`src/sliding_window_min_max_sum_macros.svh`:
```
// ---------------------------------------------------------------------------
// Sliding window min/max/sum - assertion macros
// Shared concurrent check wrappers on clk_i, masked while rst_ni is low.
// ---------------------------------------------------------------------------
`ifndef SLIDING_WINDOW_MIN_MAX_SUM_MACROS_SVH
`define SLIDING_WINDOW_MIN_MAX_SUM_MACROS_SVH

// Property that must hold at every clock edge out of reset
`define SWMM_ASSERT(name, prop, msg) \
  name: assert property (@(posedge clk_i) disable iff (!rst_ni) (prop)) \
    else $error(msg);

// Same-cycle implication out of reset
`define SWMM_ASSERT_IMPL(name, ante, cons, msg) \
  name: assert property (@(posedge clk_i) disable iff (!rst_ni) (ante) |-> (cons)) \
    else $error(msg);

`endif

```
`src/swmm_pkg.sv`:
```
// ---------------------------------------------------------------------------
// Sliding window min/max/sum - package
// Fixed widths, reset values and state encodings shared by the block.
// ---------------------------------------------------------------------------
package swmm_pkg;

  // Configuration register
  localparam int unsigned CFG_W = 7;
  localparam logic [CFG_W-1:0] WINDOW_SIZE_RESET = 7'd4;

  // Running total, saturating
  localparam int unsigned TOTAL_W = 48;
  localparam logic signed [TOTAL_W-1:0] TOTAL_HI = {1'b0, {(TOTAL_W-1){1'b1}}};
  localparam logic signed [TOTAL_W-1:0] TOTAL_LO = {1'b1, {(TOTAL_W-1){1'b0}}};

  // Request queue between front and back
  localparam int unsigned QUEUE_DEPTH = 2;

  // Deque sequencer
  typedef enum logic [1:0] {
    DQ_IDLE,
    DQ_EVAL,
    DQ_HEAD_WAIT,
    DQ_TAIL_WAIT
  } dq_state_e;

  // Back-end controller
  typedef enum logic {
    BK_IDLE,
    BK_RUN
  } bk_state_e;

endpackage

```
`src/swmm_if.sv`:
```
// ---------------------------------------------------------------------------
// Sliding window min/max/sum - channel interfaces
// Valid/ready channels for configuration, samples and results.
// ---------------------------------------------------------------------------

// Configuration write channel
interface swmm_cfg_if import swmm_pkg::*; ();
  logic             valid;
  logic             ready;
  logic [CFG_W-1:0] window_size;

  modport source (output valid, window_size, input ready);
  modport sink   (input valid, window_size, output ready);
endinterface

// Sample channel
interface swmm_in_if #(
  parameter int unsigned SAMPLE_BITS = 16
) ();
  logic                          valid;
  logic                          ready;
  logic signed [SAMPLE_BITS-1:0] sample;
  logic                          last_sample;

  modport source (output valid, sample, last_sample, input ready);
  modport sink   (input valid, sample, last_sample, output ready);
endinterface

// Result channel
interface swmm_out_if import swmm_pkg::*; #(
  parameter int unsigned SAMPLE_BITS = 16
) ();
  logic                          valid;
  logic                          ready;
  logic                          window_full;
  logic signed [SAMPLE_BITS-1:0] window_max;
  logic signed [SAMPLE_BITS-1:0] window_min;
  logic signed [TOTAL_W-1:0]     running_total;
  logic                          stream_done;

  modport source (output valid, window_full, window_max, window_min, running_total,
                  stream_done, input ready);
  modport sink   (input valid, window_full, window_max, window_min, running_total,
                  stream_done, output ready);
endinterface

```
`src/swmm_ram.sv`:
```
// ---------------------------------------------------------------------------
// Sliding window min/max/sum - generic RAM
// One write port, one read port with registered read data.
// ---------------------------------------------------------------------------
module swmm_ram #(
  parameter  int unsigned WIDTH  = 8,
  parameter  int unsigned DEPTH  = 64,
  localparam int unsigned ADDR_W = $clog2(DEPTH)
) (
  input  logic              clk_i,
  input  logic              we_i,
  input  logic [ADDR_W-1:0] waddr_i,
  input  logic [WIDTH-1:0]  wdata_i,
  input  logic              re_i,
  input  logic [ADDR_W-1:0] raddr_i,
  output logic [WIDTH-1:0]  rdata_o
);

  logic [WIDTH-1:0] mem_q [DEPTH];
  logic [WIDTH-1:0] rdata_q;

  // Storage and registered read
  always_ff @(posedge clk_i) begin
    if (we_i) begin
      mem_q[waddr_i] <= wdata_i;
    end
    if (re_i) begin
      rdata_q <= mem_q[raddr_i];
    end
  end

  assign rdata_o = rdata_q;

endmodule

```
`src/swmm_front.sv`:
```
// ---------------------------------------------------------------------------
// Sliding window min/max/sum - front end
// Holds the window size, tags each sample with position, effective
// window and window-full flag, and pushes the request into the queue.
// ---------------------------------------------------------------------------
module swmm_front import swmm_pkg::*; #(
  parameter  int unsigned WINDOW_MAX  = 64,
  parameter  int unsigned SAMPLE_BITS = 16,
  localparam int unsigned CNT_W       = $clog2(WINDOW_MAX + 1),
  localparam int unsigned ENT_W       = SAMPLE_BITS + 2 + 2 * CNT_W
) (
  input  logic             clk_i,
  input  logic             rst_ni,
  swmm_cfg_if.sink         cfg_i,
  swmm_in_if.sink          smp_i,
  output logic             q_valid_o,
  output logic [ENT_W-1:0] q_data_o,
  input  logic             q_ready_i
);

  logic [CFG_W-1:0] window_size_q, window_size_d;
  logic [CNT_W-1:0] pos_q, pos_d;
  logic [CNT_W-1:0] fill_q, fill_d;
  logic [CNT_W-1:0] k;
  logic [CNT_W-1:0] fill_next;
  logic             full;
  logic             accept;

  // Config channel never stalls
  assign cfg_i.ready = 1'b1;

  // Effective window: zero means one, clamp to the deque depth
  always_comb begin
    if (window_size_q == '0) begin
      k = CNT_W'(1);
    end else if (32'(window_size_q) > WINDOW_MAX) begin
      k = CNT_W'(WINDOW_MAX);
    end else begin
      k = CNT_W'(window_size_q);
    end
  end

  // Fill count saturates at the deque depth
  assign fill_next = (fill_q == CNT_W'(WINDOW_MAX)) ? fill_q : fill_q + CNT_W'(1);
  assign full      = (fill_next >= k);

  // Request to the back end
  assign accept      = smp_i.valid && q_ready_i;
  assign smp_i.ready = q_ready_i;
  assign q_valid_o   = smp_i.valid;
  assign q_data_o    = {smp_i.sample, smp_i.last_sample, full, pos_q, k};

  // Stream counters, cleared after the last sample
  always_comb begin
    window_size_d = window_size_q;
    pos_d         = pos_q;
    fill_d        = fill_q;
    if (cfg_i.valid) begin
      window_size_d = cfg_i.window_size;
    end
    if (accept) begin
      if (smp_i.last_sample) begin
        pos_d  = '0;
        fill_d = '0;
      end else begin
        pos_d  = pos_q + CNT_W'(1);
        fill_d = fill_next;
      end
    end
  end

  always_ff @(posedge clk_i or negedge rst_ni) begin
    if (!rst_ni) begin
      window_size_q <= WINDOW_SIZE_RESET;
      pos_q         <= '0;
      fill_q        <= '0;
    end else begin
      window_size_q <= window_size_d;
      pos_q         <= pos_d;
      fill_q        <= fill_d;
    end
  end

endmodule

```
`src/swmm_queue.sv`:
```
// ---------------------------------------------------------------------------
// Sliding window min/max/sum - request queue
// Small register FIFO that decouples the front end from the back end.
// ---------------------------------------------------------------------------
module swmm_queue #(
  parameter  int unsigned WIDTH = 8,
  parameter  int unsigned DEPTH = 2,
  localparam int unsigned PTR_W = (DEPTH > 1) ? $clog2(DEPTH) : 1,
  localparam int unsigned CNT_W = $clog2(DEPTH + 1)
) (
  input  logic             clk_i,
  input  logic             rst_ni,
  input  logic             push_valid_i,
  input  logic [WIDTH-1:0] push_data_i,
  output logic             push_ready_o,
  output logic             pop_valid_o,
  output logic [WIDTH-1:0] pop_data_o,
  input  logic             pop_ready_i
);

  logic [WIDTH-1:0] mem_q [DEPTH];
  logic [PTR_W-1:0] wr_ptr_q, wr_ptr_d;
  logic [PTR_W-1:0] rd_ptr_q, rd_ptr_d;
  logic [CNT_W-1:0] count_q, count_d;
  logic             push, pop;

  assign push_ready_o = (count_q != CNT_W'(DEPTH));
  assign pop_valid_o  = (count_q != '0);
  assign pop_data_o   = mem_q[rd_ptr_q];
  assign push         = push_valid_i && push_ready_o;
  assign pop          = pop_valid_o && pop_ready_i;

  // Pointer and occupancy update
  always_comb begin
    wr_ptr_d = wr_ptr_q;
    rd_ptr_d = rd_ptr_q;
    count_d  = count_q;
    if (push) begin
      wr_ptr_d = (wr_ptr_q == PTR_W'(DEPTH - 1)) ? '0 : wr_ptr_q + PTR_W'(1);
    end
    if (pop) begin
      rd_ptr_d = (rd_ptr_q == PTR_W'(DEPTH - 1)) ? '0 : rd_ptr_q + PTR_W'(1);
    end
    if (push && !pop) begin
      count_d = count_q + CNT_W'(1);
    end else if (pop && !push) begin
      count_d = count_q - CNT_W'(1);
    end
  end

  always_ff @(posedge clk_i or negedge rst_ni) begin
    if (!rst_ni) begin
      wr_ptr_q <= '0;
      rd_ptr_q <= '0;
      count_q  <= '0;
    end else begin
      wr_ptr_q <= wr_ptr_d;
      rd_ptr_q <= rd_ptr_d;
      count_q  <= count_d;
    end
  end

  // Entry storage
  always_ff @(posedge clk_i) begin
    if (push) begin
      mem_q[wr_ptr_q] <= push_data_i;
    end
  end

endmodule

```
`src/swmm_deque.sv`:
```
// ---------------------------------------------------------------------------
// Sliding window min/max/sum - monotonic deque
// Keeps the running maximum of the window: drops stale entries at the
// head, dominated entries at the tail, then pushes. Feed inverted
// samples to obtain the minimum.
// ---------------------------------------------------------------------------
`include "sliding_window_min_max_sum_macros.svh"

module swmm_deque import swmm_pkg::*; #(
  parameter  int unsigned WINDOW_MAX  = 64,
  parameter  int unsigned SAMPLE_BITS = 16,
  localparam int unsigned CNT_W       = $clog2(WINDOW_MAX + 1),
  localparam int unsigned IDX_W       = $clog2(WINDOW_MAX)
) (
  input  logic                          clk_i,
  input  logic                          rst_ni,
  input  logic                          start_i,
  input  logic signed [SAMPLE_BITS-1:0] sample_i,
  input  logic [CNT_W-1:0]              pos_i,
  input  logic [CNT_W-1:0]              k_i,
  input  logic                          last_i,
  output logic                          done_o,
  output logic                          idle_o,
  output logic signed [SAMPLE_BITS-1:0] head_o
);

  localparam int unsigned ENT_W = SAMPLE_BITS + CNT_W;

  dq_state_e                     state_q, state_d;
  logic [IDX_W-1:0]              head_q, head_d;
  logic [CNT_W-1:0]              count_q, count_d;
  logic signed [SAMPLE_BITS-1:0] hd_val_q, hd_val_d;
  logic [CNT_W-1:0]              hd_pos_q, hd_pos_d;
  logic signed [SAMPLE_BITS-1:0] tl_val_q, tl_val_d;
  logic signed [SAMPLE_BITS-1:0] v_q, v_d;
  logic [CNT_W-1:0]              pos_q, pos_d;
  logic [CNT_W-1:0]              k_q, k_d;
  logic                          last_q, last_d;

  logic [CNT_W-1:0]              age;
  logic                          stale, dominated, many;
  logic [IDX_W-1:0]              idx_next, idx_prev, idx_push;
  logic                          ram_we, ram_re;
  logic [IDX_W-1:0]              ram_raddr;
  logic [ENT_W-1:0]              ram_rdata;
  logic signed [SAMPLE_BITS-1:0] rd_val;
  logic [CNT_W-1:0]              rd_pos;

  // Circular index: sums stay below twice the depth
  function automatic logic [IDX_W-1:0] wrap_idx(input logic [CNT_W:0] s);
    logic [CNT_W:0] r;
    r = (s >= (CNT_W+1)'(WINDOW_MAX)) ? s - (CNT_W+1)'(WINDOW_MAX) : s;
    return r[IDX_W-1:0];
  endfunction

  // Head / tail conditions from the cached end entries
  assign age       = pos_q - hd_pos_q;
  assign stale     = (count_q != '0) && (age >= k_q);
  assign dominated = (count_q != '0) && (tl_val_q <= v_q);
  assign many      = (count_q > CNT_W'(1));

  assign idx_next = wrap_idx((CNT_W+1)'(head_q) + (CNT_W+1)'(1));
  assign idx_prev = wrap_idx((CNT_W+1)'(head_q) + (CNT_W+1)'(count_q) - (CNT_W+1)'(2));
  assign idx_push = wrap_idx((CNT_W+1)'(head_q) + (CNT_W+1)'(count_q));

  assign rd_val = ram_rdata[ENT_W-1 -: SAMPLE_BITS];
  assign rd_pos = ram_rdata[CNT_W-1:0];

  // Next state
  always_comb begin
    state_d = state_q;
    unique case (state_q)
      DQ_IDLE: begin
        if (start_i) begin
          state_d = DQ_EVAL;
        end
      end
      DQ_EVAL: begin
        priority if (stale) begin
          state_d = many ? DQ_HEAD_WAIT : DQ_EVAL;
        end else if (dominated) begin
          state_d = many ? DQ_TAIL_WAIT : DQ_EVAL;
        end else begin
          state_d = DQ_IDLE;
        end
      end
      DQ_HEAD_WAIT: state_d = DQ_EVAL;
      DQ_TAIL_WAIT: state_d = DQ_EVAL;
    endcase
  end

  // Outputs and RAM control
  always_comb begin
    done_o    = 1'b0;
    ram_we    = 1'b0;
    ram_re    = 1'b0;
    ram_raddr = idx_next;
    unique case (state_q)
      DQ_EVAL: begin
        priority if (stale) begin
          ram_re    = many;
          ram_raddr = idx_next;
        end else if (dominated) begin
          ram_re    = many;
          ram_raddr = idx_prev;
        end else begin
          done_o = 1'b1;
          ram_we = (count_q != CNT_W'(WINDOW_MAX));
        end
      end
      DQ_IDLE, DQ_HEAD_WAIT, DQ_TAIL_WAIT: begin
      end
    endcase
  end

  assign idle_o = (state_q == DQ_IDLE);
  assign head_o = (count_q == '0) ? v_q : hd_val_q;

  // Deque pointers and cached end entries
  always_comb begin
    head_d   = head_q;
    count_d  = count_q;
    hd_val_d = hd_val_q;
    hd_pos_d = hd_pos_q;
    tl_val_d = tl_val_q;
    v_d      = v_q;
    pos_d    = pos_q;
    k_d      = k_q;
    last_d   = last_q;
    unique case (state_q)
      DQ_IDLE: begin
        if (start_i) begin
          v_d    = sample_i;
          pos_d  = pos_i;
          k_d    = k_i;
          last_d = last_i;
        end
      end
      DQ_EVAL: begin
        priority if (stale) begin
          head_d  = idx_next;
          count_d = count_q - CNT_W'(1);
        end else if (dominated) begin
          count_d = count_q - CNT_W'(1);
        end else begin
          tl_val_d = v_q;
          if (count_q == '0) begin
            hd_val_d = v_q;
            hd_pos_d = pos_q;
          end
          if (last_q) begin
            head_d  = '0;
            count_d = '0;
          end else if (count_q != CNT_W'(WINDOW_MAX)) begin
            count_d = count_q + CNT_W'(1);
          end
        end
      end
      DQ_HEAD_WAIT: begin
        hd_val_d = rd_val;
        hd_pos_d = rd_pos;
      end
      DQ_TAIL_WAIT: begin
        tl_val_d = rd_val;
      end
    endcase
  end

  always_ff @(posedge clk_i or negedge rst_ni) begin
    if (!rst_ni) begin
      state_q <= DQ_IDLE;
      head_q  <= '0;
      count_q <= '0;
    end else begin
      state_q <= state_d;
      head_q  <= head_d;
      count_q <= count_d;
    end
  end

  always_ff @(posedge clk_i) begin
    hd_val_q <= hd_val_d;
    hd_pos_q <= hd_pos_d;
    tl_val_q <= tl_val_d;
    v_q      <= v_d;
    pos_q    <= pos_d;
    k_q      <= k_d;
    last_q   <= last_d;
  end

  // Entry store: value and position
  swmm_ram #(
    .WIDTH (ENT_W),
    .DEPTH (WINDOW_MAX)
  ) u_ram (
    .clk_i   (clk_i),
    .we_i    (ram_we),
    .waddr_i (idx_push),
    .wdata_i ({v_q, pos_q}),
    .re_i    (ram_re),
    .raddr_i (ram_raddr),
    .rdata_o (ram_rdata)
  );

  // Checks
  `SWMM_ASSERT_IMPL(a_start_when_idle, start_i, state_q == DQ_IDLE, "deque started while busy")
  `SWMM_ASSERT(a_count_bound, count_q <= CNT_W'(WINDOW_MAX), "deque count beyond depth")

endmodule

```
`src/swmm_back.sv`:
```
// ---------------------------------------------------------------------------
// Sliding window min/max/sum - back end
// Runs both deques on each queued request, accumulates the saturating
// total and holds the result in an output register.
// ---------------------------------------------------------------------------
`include "sliding_window_min_max_sum_macros.svh"

module swmm_back import swmm_pkg::*; #(
  parameter  int unsigned WINDOW_MAX  = 64,
  parameter  int unsigned SAMPLE_BITS = 16,
  localparam int unsigned CNT_W       = $clog2(WINDOW_MAX + 1),
  localparam int unsigned ENT_W       = SAMPLE_BITS + 2 + 2 * CNT_W
) (
  input  logic             clk_i,
  input  logic             rst_ni,
  input  logic             q_valid_i,
  input  logic [ENT_W-1:0] q_data_i,
  output logic             q_ready_o,
  swmm_out_if.source       res_o
);

  bk_state_e state_q, state_d;

  // Request fields
  logic signed [SAMPLE_BITS-1:0] ent_sample;
  logic                          ent_last, ent_full;
  logic [CNT_W-1:0]              ent_pos, ent_k;

  // Deque handshakes
  logic                          start;
  logic                          max_done, min_done, max_idle, min_idle;
  logic signed [SAMPLE_BITS-1:0] max_head, min_head_inv;
  logic                          max_done_q, max_done_d, min_done_q, min_done_d;
  logic signed [SAMPLE_BITS-1:0] mx_q, mx_d, mn_q, mn_d;
  logic                          full_q, full_d, last_q, last_d;

  // Accumulate
  logic                          emit;
  logic signed [SAMPLE_BITS-1:0] mx, mn;
  logic signed [SAMPLE_BITS:0]   pair;
  logic signed [TOTAL_W:0]       sum_ext;
  logic signed [TOTAL_W-1:0]     sat;
  logic signed [TOTAL_W-1:0]     total_q, total_d;

  // Output register
  logic                          res_valid_q, res_valid_d;
  logic                          res_full_q, res_done_q;
  logic signed [SAMPLE_BITS-1:0] res_max_q, res_min_q;
  logic signed [TOTAL_W-1:0]     res_total_q;

  assign ent_sample = q_data_i[ENT_W-1 -: SAMPLE_BITS];
  assign ent_last   = q_data_i[2*CNT_W+1];
  assign ent_full   = q_data_i[2*CNT_W];
  assign ent_pos    = q_data_i[2*CNT_W-1 -: CNT_W];
  assign ent_k      = q_data_i[CNT_W-1:0];

  // Deque results, live or held
  assign mx   = max_done ? max_head : mx_q;
  assign mn   = min_done ? ~min_head_inv : mn_q;
  assign pair = (SAMPLE_BITS+1)'(mx) + (SAMPLE_BITS+1)'(mn);

  // Saturating running total
  assign sum_ext = (TOTAL_W+1)'(total_q) + (TOTAL_W+1)'(pair);
  always_comb begin
    if (sum_ext[TOTAL_W] != sum_ext[TOTAL_W-1]) begin
      sat = sum_ext[TOTAL_W] ? TOTAL_LO : TOTAL_HI;
    end else begin
      sat = sum_ext[TOTAL_W-1:0];
    end
  end

  // Next state
  always_comb begin
    state_d = state_q;
    unique case (state_q)
      BK_IDLE: begin
        if (start) begin
          state_d = BK_RUN;
        end
      end
      BK_RUN: begin
        if (emit) begin
          state_d = BK_IDLE;
        end
      end
    endcase
  end

  // Controller outputs
  always_comb begin
    start = 1'b0;
    emit  = 1'b0;
    unique case (state_q)
      BK_IDLE: start = q_valid_i && (!res_valid_q || res_o.ready);
      BK_RUN:  emit  = (max_done_q || max_done) && (min_done_q || min_done);
    endcase
  end

  assign q_ready_o = start;

  // Per-request bookkeeping, total and output register
  always_comb begin
    max_done_d  = max_done_q || max_done;
    min_done_d  = min_done_q || min_done;
    mx_d        = mx;
    mn_d        = mn;
    full_d      = full_q;
    last_d      = last_q;
    total_d     = total_q;
    res_valid_d = res_valid_q && !res_o.ready;
    if (start) begin
      full_d = ent_full;
      last_d = ent_last;
    end
    if (emit) begin
      max_done_d  = 1'b0;
      min_done_d  = 1'b0;
      res_valid_d = 1'b1;
      if (last_q) begin
        total_d = '0;
      end else if (full_q) begin
        total_d = sat;
      end
    end
  end

  always_ff @(posedge clk_i or negedge rst_ni) begin
    if (!rst_ni) begin
      state_q     <= BK_IDLE;
      max_done_q  <= 1'b0;
      min_done_q  <= 1'b0;
      total_q     <= '0;
      res_valid_q <= 1'b0;
    end else begin
      state_q     <= state_d;
      max_done_q  <= max_done_d;
      min_done_q  <= min_done_d;
      total_q     <= total_d;
      res_valid_q <= res_valid_d;
    end
  end

  always_ff @(posedge clk_i) begin
    mx_q   <= mx_d;
    mn_q   <= mn_d;
    full_q <= full_d;
    last_q <= last_d;
    if (emit) begin
      res_full_q  <= full_q;
      res_max_q   <= full_q ? mx : '0;
      res_min_q   <= full_q ? mn : '0;
      res_total_q <= full_q ? sat : total_q;
      res_done_q  <= last_q;
    end
  end

  assign res_o.valid         = res_valid_q;
  assign res_o.window_full   = res_full_q;
  assign res_o.window_max    = res_max_q;
  assign res_o.window_min    = res_min_q;
  assign res_o.running_total = res_total_q;
  assign res_o.stream_done   = res_done_q;

  // Maximum deque
  swmm_deque #(
    .WINDOW_MAX  (WINDOW_MAX),
    .SAMPLE_BITS (SAMPLE_BITS)
  ) u_max (
    .clk_i    (clk_i),
    .rst_ni   (rst_ni),
    .start_i  (start),
    .sample_i (ent_sample),
    .pos_i    (ent_pos),
    .k_i      (ent_k),
    .last_i   (ent_last),
    .done_o   (max_done),
    .idle_o   (max_idle),
    .head_o   (max_head)
  );

  // Minimum deque: maximum over inverted samples
  swmm_deque #(
    .WINDOW_MAX  (WINDOW_MAX),
    .SAMPLE_BITS (SAMPLE_BITS)
  ) u_min (
    .clk_i    (clk_i),
    .rst_ni   (rst_ni),
    .start_i  (start),
    .sample_i (~ent_sample),
    .pos_i    (ent_pos),
    .k_i      (ent_k),
    .last_i   (ent_last),
    .done_o   (min_done),
    .idle_o   (min_idle),
    .head_o   (min_head_inv)
  );

  // Checks
  `SWMM_ASSERT_IMPL(a_start_deques_idle, start, max_idle && min_idle, "deques busy on new request")
  `SWMM_ASSERT_IMPL(a_emit_reg_free, emit, !res_valid_q || res_o.ready, "result register overrun")

endmodule

```
`src/sliding_window_min_max_sum.sv`:
```
// ---------------------------------------------------------------------------
// Sliding window min/max/sum - top level
// Streaming window maximum and minimum with a saturating running total.
// ---------------------------------------------------------------------------
// Each accepted sample gives exactly one result. Once window_size samples of
// the current stream have arrived, the result carries the window maximum and
// minimum, and max + min is added to a 48-bit total that clamps at its range
// limits; before that the max and min read zero and the total is unchanged.
// A sample with last_sample set ends the stream: its result shows the final
// total with stream_done high, then the stream state clears (the window size
// register is kept). A window size of zero acts as one, one above WINDOW_MAX
// acts as WINDOW_MAX; write it only while the block is idle. The front end
// takes a sample per cycle into a two-entry request queue while the queue has
// room. The back end runs two deque sequencers in parallel, each on one RAM
// with registered read. In each deque, every entry dropped at its head or
// tail adds a step, and each drop that leaves the deque non-empty adds a RAM
// read to refresh the cached end entry; the slower deque sets the time. Every
// sample is dropped at most once from each deque. The back end takes a new
// request only when it is idle, so a long run of drops holds off the queue.
// A result waiting in the output register holds off the next request.
// There is no clearing pass after reset.
// ---------------------------------------------------------------------------
module sliding_window_min_max_sum import swmm_pkg::*; #(
  parameter int unsigned WINDOW_MAX  = 64,
  parameter int unsigned SAMPLE_BITS = 16
) (
  input  logic       clk_i,
  input  logic       rst_ni,
  swmm_cfg_if.sink   cfg_i,
  swmm_in_if.sink    smp_i,
  swmm_out_if.source res_o
);

  localparam int unsigned CNT_W = $clog2(WINDOW_MAX + 1);
  localparam int unsigned ENT_W = SAMPLE_BITS + 2 + 2 * CNT_W;

  logic             fq_valid, fq_ready;
  logic [ENT_W-1:0] fq_data;
  logic             qb_valid, qb_ready;
  logic [ENT_W-1:0] qb_data;

  // Front end: config and request tagging
  swmm_front #(
    .WINDOW_MAX  (WINDOW_MAX),
    .SAMPLE_BITS (SAMPLE_BITS)
  ) u_front (
    .clk_i     (clk_i),
    .rst_ni    (rst_ni),
    .cfg_i     (cfg_i),
    .smp_i     (smp_i),
    .q_valid_o (fq_valid),
    .q_data_o  (fq_data),
    .q_ready_i (fq_ready)
  );

  // Request queue
  swmm_queue #(
    .WIDTH (ENT_W),
    .DEPTH (QUEUE_DEPTH)
  ) u_queue (
    .clk_i        (clk_i),
    .rst_ni       (rst_ni),
    .push_valid_i (fq_valid),
    .push_data_i  (fq_data),
    .push_ready_o (fq_ready),
    .pop_valid_o  (qb_valid),
    .pop_data_o   (qb_data),
    .pop_ready_i  (qb_ready)
  );

  // Back end: deques, total and result register
  swmm_back #(
    .WINDOW_MAX  (WINDOW_MAX),
    .SAMPLE_BITS (SAMPLE_BITS)
  ) u_back (
    .clk_i     (clk_i),
    .rst_ni    (rst_ni),
    .q_valid_i (qb_valid),
    .q_data_i  (qb_data),
    .q_ready_o (qb_ready),
    .res_o     (res_o)
  );

endmodule
```
`src/flat_wrapper.sv`:
```
// flat-port wrapper written by rule: the top's interface ports become plain ports
module sliding_window_min_max_sum_flat import swmm_pkg::*;
#(
  parameter int unsigned WINDOW_MAX  = 64,
  parameter int unsigned SAMPLE_BITS = 16
)
  (clk_i, rst_ni, cfg_i_valid, cfg_i_window_size, cfg_i_ready, smp_i_valid, smp_i_sample, smp_i_last_sample, smp_i_ready, res_o_valid, res_o_window_full, res_o_window_max, res_o_window_min, res_o_running_total, res_o_stream_done, res_o_ready);
  swmm_cfg_if cfg_i_i ();
  swmm_in_if #(.SAMPLE_BITS(SAMPLE_BITS)) smp_i_i ();
  swmm_out_if #(.SAMPLE_BITS(SAMPLE_BITS)) res_o_i ();
  input  logic clk_i;
  input  logic rst_ni;
  input wire logic [$bits(cfg_i_i.valid)-1:0] cfg_i_valid;
  input wire logic [$bits(cfg_i_i.window_size)-1:0] cfg_i_window_size;
  output wire logic [$bits(cfg_i_i.ready)-1:0] cfg_i_ready;
  input wire logic [$bits(smp_i_i.valid)-1:0] smp_i_valid;
  input wire logic [$bits(smp_i_i.sample)-1:0] smp_i_sample;
  input wire logic [$bits(smp_i_i.last_sample)-1:0] smp_i_last_sample;
  output wire logic [$bits(smp_i_i.ready)-1:0] smp_i_ready;
  output wire logic [$bits(res_o_i.valid)-1:0] res_o_valid;
  output wire logic [$bits(res_o_i.window_full)-1:0] res_o_window_full;
  output wire logic [$bits(res_o_i.window_max)-1:0] res_o_window_max;
  output wire logic [$bits(res_o_i.window_min)-1:0] res_o_window_min;
  output wire logic [$bits(res_o_i.running_total)-1:0] res_o_running_total;
  output wire logic [$bits(res_o_i.stream_done)-1:0] res_o_stream_done;
  input wire logic [$bits(res_o_i.ready)-1:0] res_o_ready;
  assign cfg_i_i.valid = cfg_i_valid;
  assign cfg_i_i.window_size = cfg_i_window_size;
  assign cfg_i_ready = cfg_i_i.ready;
  assign smp_i_i.valid = smp_i_valid;
  assign smp_i_i.sample = smp_i_sample;
  assign smp_i_i.last_sample = smp_i_last_sample;
  assign smp_i_ready = smp_i_i.ready;
  assign res_o_valid = res_o_i.valid;
  assign res_o_window_full = res_o_i.window_full;
  assign res_o_window_max = res_o_i.window_max;
  assign res_o_window_min = res_o_i.window_min;
  assign res_o_running_total = res_o_i.running_total;
  assign res_o_stream_done = res_o_i.stream_done;
  assign res_o_i.ready = res_o_ready;
  sliding_window_min_max_sum #(.WINDOW_MAX(WINDOW_MAX), .SAMPLE_BITS(SAMPLE_BITS)) u_core (.clk_i(clk_i), .rst_ni(rst_ni), .cfg_i(cfg_i_i), .smp_i(smp_i_i), .res_o(res_o_i));
endmodule
```
`config.mk`:
```
export PLATFORM = sky130hd
export DESIGN_NAME = sliding_window_min_max_sum_flat
export DESIGN_NICKNAME = d
export VERILOG_FILES = /design/src/swmm_pkg.sv /design/src/swmm_if.sv /design/src/swmm_ram.sv /design/src/swmm_front.sv /design/src/swmm_queue.sv /design/src/swmm_deque.sv /design/src/swmm_back.sv /design/src/sliding_window_min_max_sum.sv /design/src/flat_wrapper.sv
export VERILOG_INCLUDE_DIRS = /design/src /design/src/src
export SDC_FILE = /design/constraint.sdc
export NUM_CORES = 2
export LEC_CHECK = 0
export BUFFER_PORTS_ARGS = -buffer_cell sky130_fd_sc_hd__buf_2
export CORE_ASPECT_RATIO = 2
export CORE_MARGIN = 2
export CORE_UTILIZATION = 55
export CTS_BUF_LIST = sky130_fd_sc_hd__clkbuf_16
export DETAILED_ROUTE_END_ITERATION = 12
export GPL_TIMING_DRIVEN = 0
export HOLD_SLACK_MARGIN = 0.08
export PLACE_DENSITY = 0.71
export SETUP_SLACK_MARGIN = 0.5
export SYNTH_ARGS = -nofsm -noshare
export SYNTH_HDL_FRONTEND = slang
export SYNTH_SLANG_ARGS = --single-unit
```
`constraint.sdc`:
```
create_clock -name clk_i -period 16.5 [get_ports clk_i]
set_clock_uncertainty 0.1 [all_clocks]
set_input_delay 4.125 -clock clk_i [delete_from_list [all_inputs] [get_ports clk_i]]
set_output_delay 4.125 -clock clk_i [all_outputs]
set_load 0.05 [all_outputs]
```
== Yosys cells after proc, flatten, opt, wreduce, memory -nomap -nowiden ==
Memories as Yosys holds them, arrays and structs flattened. A register that Yosys moved wholly into a read port is not among the register bits.
Index checks and enable logic that the tools add are counted.
Word-level totals
  bits in latches: 0
  bits in read-only memories: 0
  bits in registers: 363
  RAM bits: 3008
  output and inout bits: 85
  word-level logic and storage cells: 262
  memories kept: 3
  input port bits: 29
Operators by class
  magnitude comparators: 14
  muxes and demuxes: 106
  multipliers: 0
  bitwise operators: 3
  equality and inequality tests: 21
  shifts and indexed selects: 0
  add/sub/neg operators: 26
  divide/modulo/power cells: 0
  reductions and logical operators: 49
Memories
  u_core.u_back.u_max.u_ram.mem_q: depth 64, bits a word 23, read ports 1, clocked after Yosys merged registers in 1, wr ports 1, line swmm_ram.sv:19  | logic [WIDTH-1:0] mem_q [DEPTH];
  u_core.u_back.u_min.u_ram.mem_q: depth 64, bits a word 23, read ports 1, clocked after Yosys merged registers in 1, wr ports 1, line swmm_ram.sv:19
  u_core.u_queue.mem_q: depth 2, bits a word 32, read ports 1, clocked after Yosys merged registers in 0, wr ports 1, line swmm_queue.sv:21  | logic [WIDTH-1:0] mem_q [DEPTH];
Operators with widths (count)
  $mux W16: 12
  $mux W48: 4
  $mux W7: 19
  $pmux W16 S2: 4
  $mux W6: 18
  $add A48 B17 Y49: 1
  $sub A6 B1 Y6 const B: 6
  $mux W1: 33
  $ge A8 B7 Y1 const B: 4
  $le A16 B16 Y1: 2
  $not A16 Y16: 2
  $add A7 B1 Y7 const B: 4
  $pmux W7 S2: 2
  $mux W2: 11
  $ge A7 B7 Y1: 3
  $logic_not A7 Y1: 3
  $reduce_and A3 Y1: 6
  $add A16 B16 Y17: 1
  $add A6 B7 Y8: 2
  $reduce_bool A2 Y1: 8
  $sub A8 B2 Y8 const B: 2
  $add A6 B1 Y7 const B: 2
  $ge A7 B7 Y1 const B: 2
  $gt A7 B1 Y1 const B: 2
  25 further kinds: 66

== Longest topological paths before layout ==
  depth after elaboration: 12
  mapped depth: 36
  gate-level depth less buffers: 34

== Modules after synthesis ==
From an unflattened synthesis, not the netlist that was laid out.
Unflattened totals
  cell total of the unflattened synthesis: 7204
  area total of the unflattened synthesis: 139274.8 um^2
Modules (own cells, without submodules)
  swmm_ram at u_core.u_back.u_max.u_ram: times used 1, area an instance 57082.2 um^2, sequential area each 44893.1 um^2, cells each 2455
  swmm_ram at u_core.u_back.u_min.u_ram: times used 1, area an instance 56950.9 um^2, sequential area each 44893.1 um^2, cells each 2446
  swmm_back: times used 1, area an instance 11004.3 um^2, sequential area each 4464.3 um^2, cells each 1173
  swmm_deque at u_core.u_back.u_max: times used 1, area an instance 5124.9 um^2, sequential area each 2477.4 um^2, cells each 410
  swmm_deque at u_core.u_back.u_min: times used 1, area an instance 4973.5 um^2, sequential area each 2477.4 um^2, cells each 433
  swmm_queue: times used 1, area an instance 2658.8 um^2, sequential area each 2021.9 um^2, cells each 118
  swmm_front: times used 1, area an instance 1480.2 um^2, sequential area each 526.8 um^2, cells each 169

== Worst setup path before layout ==
No wires, ideal clock.
  kind: register -> register
  from: register u_core.u_back.u_max.pos_q[0]
  to: register u_core.u_back.res_total_q[28], in the netlist u_core.u_back.res_o.running_total[28] (data pin)
  cell stages (with the launch flop): 36
  setup time: 0.260 ns
  clock period less this slack: 11.548 ns
  arrival: 11.188 ns
  path slack: 4.952 ns
  path buffers: 3
  data required time: 16.140 ns
  cells stage by stage: edfxtp_1 -> inv_1 -> ha_1 -> fa_1 -> inv_1 -> a21oi_1 -> o21bai_1 -> a21o_1 -> a21oi_1 -> xnor2_1 -> ha_1 -> o211a_1 -> nand2_1 -> o211ai_1 -> nand2_1 -> and3_1 -> nand2_1 -> clkbuf_1 -> nor2_1 -> a21oi_1 -> fa_1 -> inv_1 -> ha_1 -> clkbuf_1 -> a21o_1 -> a21oi_1 -> o21ai_0 -> a21boi_0 -> nor2_1 -> a21oi_1 -> a21oi_1 -> a211oi_1 -> nor2_1 -> clkbuf_1 -> maj3_1 -> mux2_2
On the way
  word-level cells in the longest chain between the ends: 11
  elaborated cells between the ends (all ways): 12
  classes of those cells: 3 x add/sub; 1 x order compare; 1 x eq/ne; 6 x mux; 1 x reduce/logical
RTL lines
  from (decl): line swmm_deque.sv:36  | logic [CNT_W-1:0] pos_q, pos_d;
  from (signal assigned): line swmm_deque.sv:186  | pos_q <= pos_d;
  $sub A7 B7 Y7 (*): line swmm_deque.sv:57  | assign age = pos_q - hd_pos_q;
  $ge A7 B7 Y1 (*): line swmm_deque.sv:58  | assign stale = (count_q != '0) && (age >= k_q);
  $logic_and A1 B1 Y1 (*): line swmm_deque.sv:58
  $mux W1 (*): line swmm_deque.sv:100  | priority if (stale) begin
  $mux W1 (*): line swmm_deque.sv:98  | unique case (state_q)
  $mux W16 (*): line swmm_back.sv:58  | assign mx = max_done ? max_head : mx_q;
  $add A16 B16 Y17 (*): line swmm_back.sv:60  | assign pair = (SAMPLE_BITS+1)'(mx) + (SAMPLE_BITS+1)'(mn);
  $add A48 B17 Y49 (*): line swmm_back.sv:63  | assign sum_ext = (TOTAL_W+1)'(total_q) + (TOTAL_W+1)'(pair);
  $mux W48 / $ne A1 B1 Y1 (equally long branches): line swmm_back.sv:66, swmm_back.sv:65
  $mux W48 (*): line swmm_back.sv:65  | if (sum_ext[TOTAL_W] != sum_ext[TOTAL_W-1]) begin
  $mux W48 (*)
  to (signal assigned): line swmm_back.sv:152  | res_total_q <= full_q ? sat : total_q;
  to (decl): line swmm_back.sv:49  | logic signed [TOTAL_W-1:0] res_total_q;
Every way passes the cells marked *; elsewhere a longest branch is shown, timed or not.
A chain may end at the register's enable or synchronous reset.

== Worst setup path in the final report ==
  from: register u_core.u_back.u_min.pos_q[1]
  to: register u_core.u_back.res_total_q[15], in the netlist u_core.u_back.res_o.running_total[15] (data pin)
On the way
  word-level cells in the longest chain between the ends: 11
  elaborated cells between the ends (all ways): 12
  classes of those cells: 3 x add/sub; 1 x order compare; 1 x eq/ne; 6 x mux; 1 x reduce/logical
RTL lines
  from (decl): line swmm_deque.sv:36
  from (signal assigned): line swmm_deque.sv:186
  $sub A7 B7 Y7 (*): line swmm_deque.sv:57
  $ge A7 B7 Y1 (*): line swmm_deque.sv:58
  $logic_and A1 B1 Y1 (*): line swmm_deque.sv:58
  $mux W1 (*): line swmm_deque.sv:100
  $mux W1 (*): line swmm_deque.sv:98
  $mux W16 (*): line swmm_back.sv:59  | assign mn = min_done ? ~min_head_inv : mn_q;
  $add A16 B16 Y17 (*): line swmm_back.sv:60
  $add A48 B17 Y49 (*): line swmm_back.sv:63
  $mux W48 / $ne A1 B1 Y1 (equally long branches): line swmm_back.sv:66, swmm_back.sv:65
  $mux W48 (*): line swmm_back.sv:65
  $mux W48 (*)
Marked as above.

==> flow_metrics.env <==
export IMPL_antenna_found_initial=80
export IMPL_start_util=0.553
export IMPL_setup_viol_count_final=0
export IMPL_critPathCaptureType="flop"
export IMPL_layout_area_seq_mm2=0.102
export IMPL_cts_sinks=3417
export IMPL_fp_dieH_um=720
export IMPL_crit_type="reg2reg"
export IMPL_die_width_um=362
export IMPL_syn_area_mm2=0.141
export IMPL_synthCells=10000
export IMPL_n_fill_cell=18400
export IMPL_core_mm2=0.255
export IMPL_cts_buffers=298
export IMPL_cts_tree="done"
export IMPL_io_buffers=111
export IMPL_rsz0062_at_grt="no"
export IMPL_clk_pin_slew_ns=0.07
export IMPL_grt_overflow_total=0
export IMPL_ioPinCount=114
export IMPL_ant_nets=0
export IMPL_vias=90300
export IMPL_syn_nets=10300
export IMPL_area_growth_pct=14.8
export IMPL_hold_buffers=0
export IMPL_maxSlewHeadroom=-0.156
export IMPL_hold_depth=2
export IMPL_synth_async_reset_ratio=0.0313
export IMPL_r2r_slack_ns=4.66
export IMPL_synth_cell_types=95
export IMPL_min_path_type="reg2reg"
export IMPL_grt_usage=0.354
export IMPL_drv_cap=8
export IMPL_finalMaxSlewViolations=22
export IMPL_synth_top_cell_by_area="edfxtp_1"
export IMPL_fin_util=0.635
export IMPL_fmax_mhz=84.4
export IMPL_syn_avg_cell_area_um2=14.0
export IMPL_clockRootBuffer="clkbuf_16"
export IMPL_synth_edf_count=3278
export IMPL_num_rows=262
export IMPL_gp_congestion=1.15
export IMPL_wl_mm=464
export IMPL_status="finished with violations"
export IMPL_clock_latency_ns=0.90
export IMPL_ys_ff_latch=3417
export IMPL_first_pass_iters=10
export IMPL_critPathLaunchType="flop"
export IMPL_synth_ff_type="edfxtp_1"
export IMPL_place_hpwl_mm=348
export IMPL_drive_gt1_frac=0.127
export IMPL_nets=10900
export IMPL_cpMaxStageDelayCell="edfxtp_1"
export IMPL_multiInputGateArea_mm2=0.0360
export IMPL_dr_first_iter_drc_count=9682
export IMPL_cts_buffer_depth=4
export IMPL_synth_warnings=0
export IMPL_grt_pass1_vias=90200
export IMPL_yosys_top_cells_area="edfxtp_1 (70%), mux2i_1 (5.3%), nand2_1 (5.0%)"
export IMPL_violations="capacitance limit, slew limit"
export IMPL_slowest_delay_ns=1.05
export IMPL_ys_seq_area_frac=0.722
export IMPL_worst_pin_slew_ns=1.72
export IMPL_crit_required_ns=16.97
export IMPL_postCtsSetupBuffers=0
export IMPL_grt_first_pass_wirelength_mm=644
export IMPL_grt_start_max_net_pins=77
export IMPL_crit_arrival_ns=12.31
export IMPL_cts_resized=0
export IMPL_yosysTopAreaCellShare=0.699
export IMPL_min_period_ns=11.84
export IMPL_cts_htree_levels=5
export IMPL_hold_viol=0
export IMPL_r2r_cells=34
export IMPL_dieArea_mm2=0.260
export IMPL_drc=0
export IMPL_period_share=0.718
export IMPL_wl_per_cell_um=32.2
export IMPL_cp_max_fo=21
export IMPL_vias_per_cell=6.26
## per-stage QoR
| stage | TNS (ns) | instance area, um^2 | hold slack, ns | cells | setup WS, ns |
|---|---|---|---|---|---|
| 2_1_floorplan | 0 | 141000 | 0.324 | 10000 | 4.95 |
| 3_3_place_gp | -1.69 | 146000 | 0.363 | 13400 | -0.313 |
| 3_5_place_dp | 0 | 152000 | 0.370 | 13700 | 4.94 |
| 4_1_cts | 0 | 161000 | 0.386 | 14200 | 4.88 |
| 5_1_grt | 0 | 162000 | 0.407 | 14300 | 4.15 |
| 6_report | 0 | 162000 | 0.380 | 14400 | 4.66 |
## worst paths after layout
path | from | end
worst min-delay path | u_core.u_back.total_q[31] | u_core.u_back.total_q[31]
worst max register to register | u_core.u_back.u_min.pos_q[1] | u_core.u_back.res_o.running_total[15]
max in group asynchronous | rst_ni | u_core.u_front.pos_q[3]
min in group asynchronous | rst_ni | u_core.u_back.total_q[26]
worst max-delay path | u_core.u_back.u_min.pos_q[1] | u_core.u_back.res_o.running_total[15]
worst min register to register | u_core.u_back.total_q[31] | u_core.u_back.total_q[31]
## routing by layer
metal | global-route usage | vias to the layer above | part of all wire
met1 | 0.331 | 44700 | 0.29
li1 | - | 38900 | -
met4 | 0.377 | 12 | 0.13
met3 | 0.0649 | 1694 | 0.069
met5 | 0 | - | 0.00018
met2 | 0.620 | 4969 | 0.51
## layout by cell type, fill, tap and decap left out, types with 45 or more instances in the layout
| cell | synthesis | routed |
|---|---|---|
| clkbuf_16 | 0 | 302 |
| mux2_2 | 91 | 91 |
| buf_4 | 86 | 104 |
| buf_16 | 0 | 122 |
| clkinv_2 | 0 | 51 |
| diode_2 | 0 | 173 |
| clkinv_1 | 0 | 59 |
| a21oi_1 | 232 | 231 |
| edfxtp_1 | 3278 | 3278 |
| clkbuf_1 | 236 | 235 |
| nand2_1 | 1879 | 1879 |
| a21o_1 | 57 | 57 |
| nand3_1 | 899 | 899 |
| a31oi_1 | 166 | 166 |
| dfrtp_1 | 106 | 106 |
| inv_1 | 300 | 339 |
| nor2_2 | 1 | 97 |
| ha_1 | 144 | 144 |
| mux2i_1 | 749 | 748 |
| xnor2_1 | 64 | 64 |
| buf_2 | 171 | 283 |
| a32o_1 | 59 | 59 |
| o2111ai_1 | 45 | 45 |
| o21ai_0 | 240 | 226 |
| buf_8 | 1 | 92 |
| nor2b_1 | 46 | 46 |
| o22ai_1 | 229 | 229 |
| nand4_1 | 46 | 46 |
| fa_1 | 53 | 53 |
| nor2_1 | 323 | 194 |
## final cells by class
class	count	area share
inverters	300	0.00698
diodes	173	0.00268
clock inverters	225	0.0118
clock buffers	302	0.0467
plain buffers	540	0.0168
flip-flops and latches	3417	0.629
repair buffers	389	0.0380
well taps	3300	0.0255
multi-input cells	5772	0.222
## Yosys cell counts, types with 10 or more instances
cell          n
nor2_1      323
xnor2_1      64
and4_1       25
nand2b_1     21
ha_1        144
a21o_1       57
o21bai_1     14
nand4_1      46
buf_2       171
dfxtp_1      32
a2111oi_0    15
o22ai_1     229
nand2_1    1879
and3_1       17
a22o_1       26
a21oi_1     232
buf_1        28
nand3_1     899
mux2_2       91
a21boi_0     10
a31oi_1     166
or4_1        24
buf_6        18
mux2i_1     749
o21ai_0     240
o21a_1       10
xor2_1       30
a22oi_1      25
a32o_1       59
edfxtp_1   3278
inv_1       300
o2111ai_1    45
a211oi_1     10
a311oi_1     33
buf_4        86
and2_1       16
nor3_1       25
o211ai_1     22
fa_1         53
dfrtp_1     106
nor2b_1      46
clkbuf_1    236
## sequential cells by signal, indices dropped and copies added (netlist names), 16 cells and up
name and cells:
u_core.u_back.u_max.u_ram.mem_q 1472, u_core.u_back.res_o.running_total 48, u_core.u_back.res_o.window_max 16, u_core.u_back.u_max.v_q 16, u_core.u_back.total_q 48, u_core.u_back.u_min.u_ram.rdata_o 23
u_core.u_back.u_max.u_ram.rdata_o 23, u_core.u_back.u_max.tl_val_q 16, u_core.u_queue.mem_q 64, u_core.u_back.u_min.tl_val_q 16, u_core.u_back.mn_q 16, u_core.u_back.u_min.hd_val_q 16
u_core.u_back.res_o.window_min 16, u_core.u_back.u_min.v_q 16, u_core.u_back.u_min.u_ram.mem_q 1472, u_core.u_back.mx_q 16, u_core.u_back.u_max.hd_val_q 16
## worst max-delay path, delay by kind of cell, from the launching register on
family                   cells  cell delay, ns
AND/OR/NAND/NOR              4            1.53
buffers and inverters        8            2.05
XOR/XNOR                     1            0.14
AO/OA/AOI/OAI               14            3.79
flip-flops                   1            1.05
adder cells (fa/ha/maj)      5            1.81
multiplexers                 2            1.00
## cells by family (layout without fill, tap and decap cells)
family                     Yosys count  count (layout)  synth area share
AOI/OAI and AO/OA                 1263            1263            0.0589
xor gates and xnor gates            94              94           0.00585
adders and majority gates          206             206            0.0210
buffers and inverters              840            1756            0.0272
DFF                               3417            3417             0.722
muxes                              847             847            0.0614
other                                1             174         0.0000266
and+or+nand+nor                   3361            3361             0.103
Power is left out: the tool's default activity adds up to more than one toggle a clock period on the data nets, which glitch-free logic cannot reach.
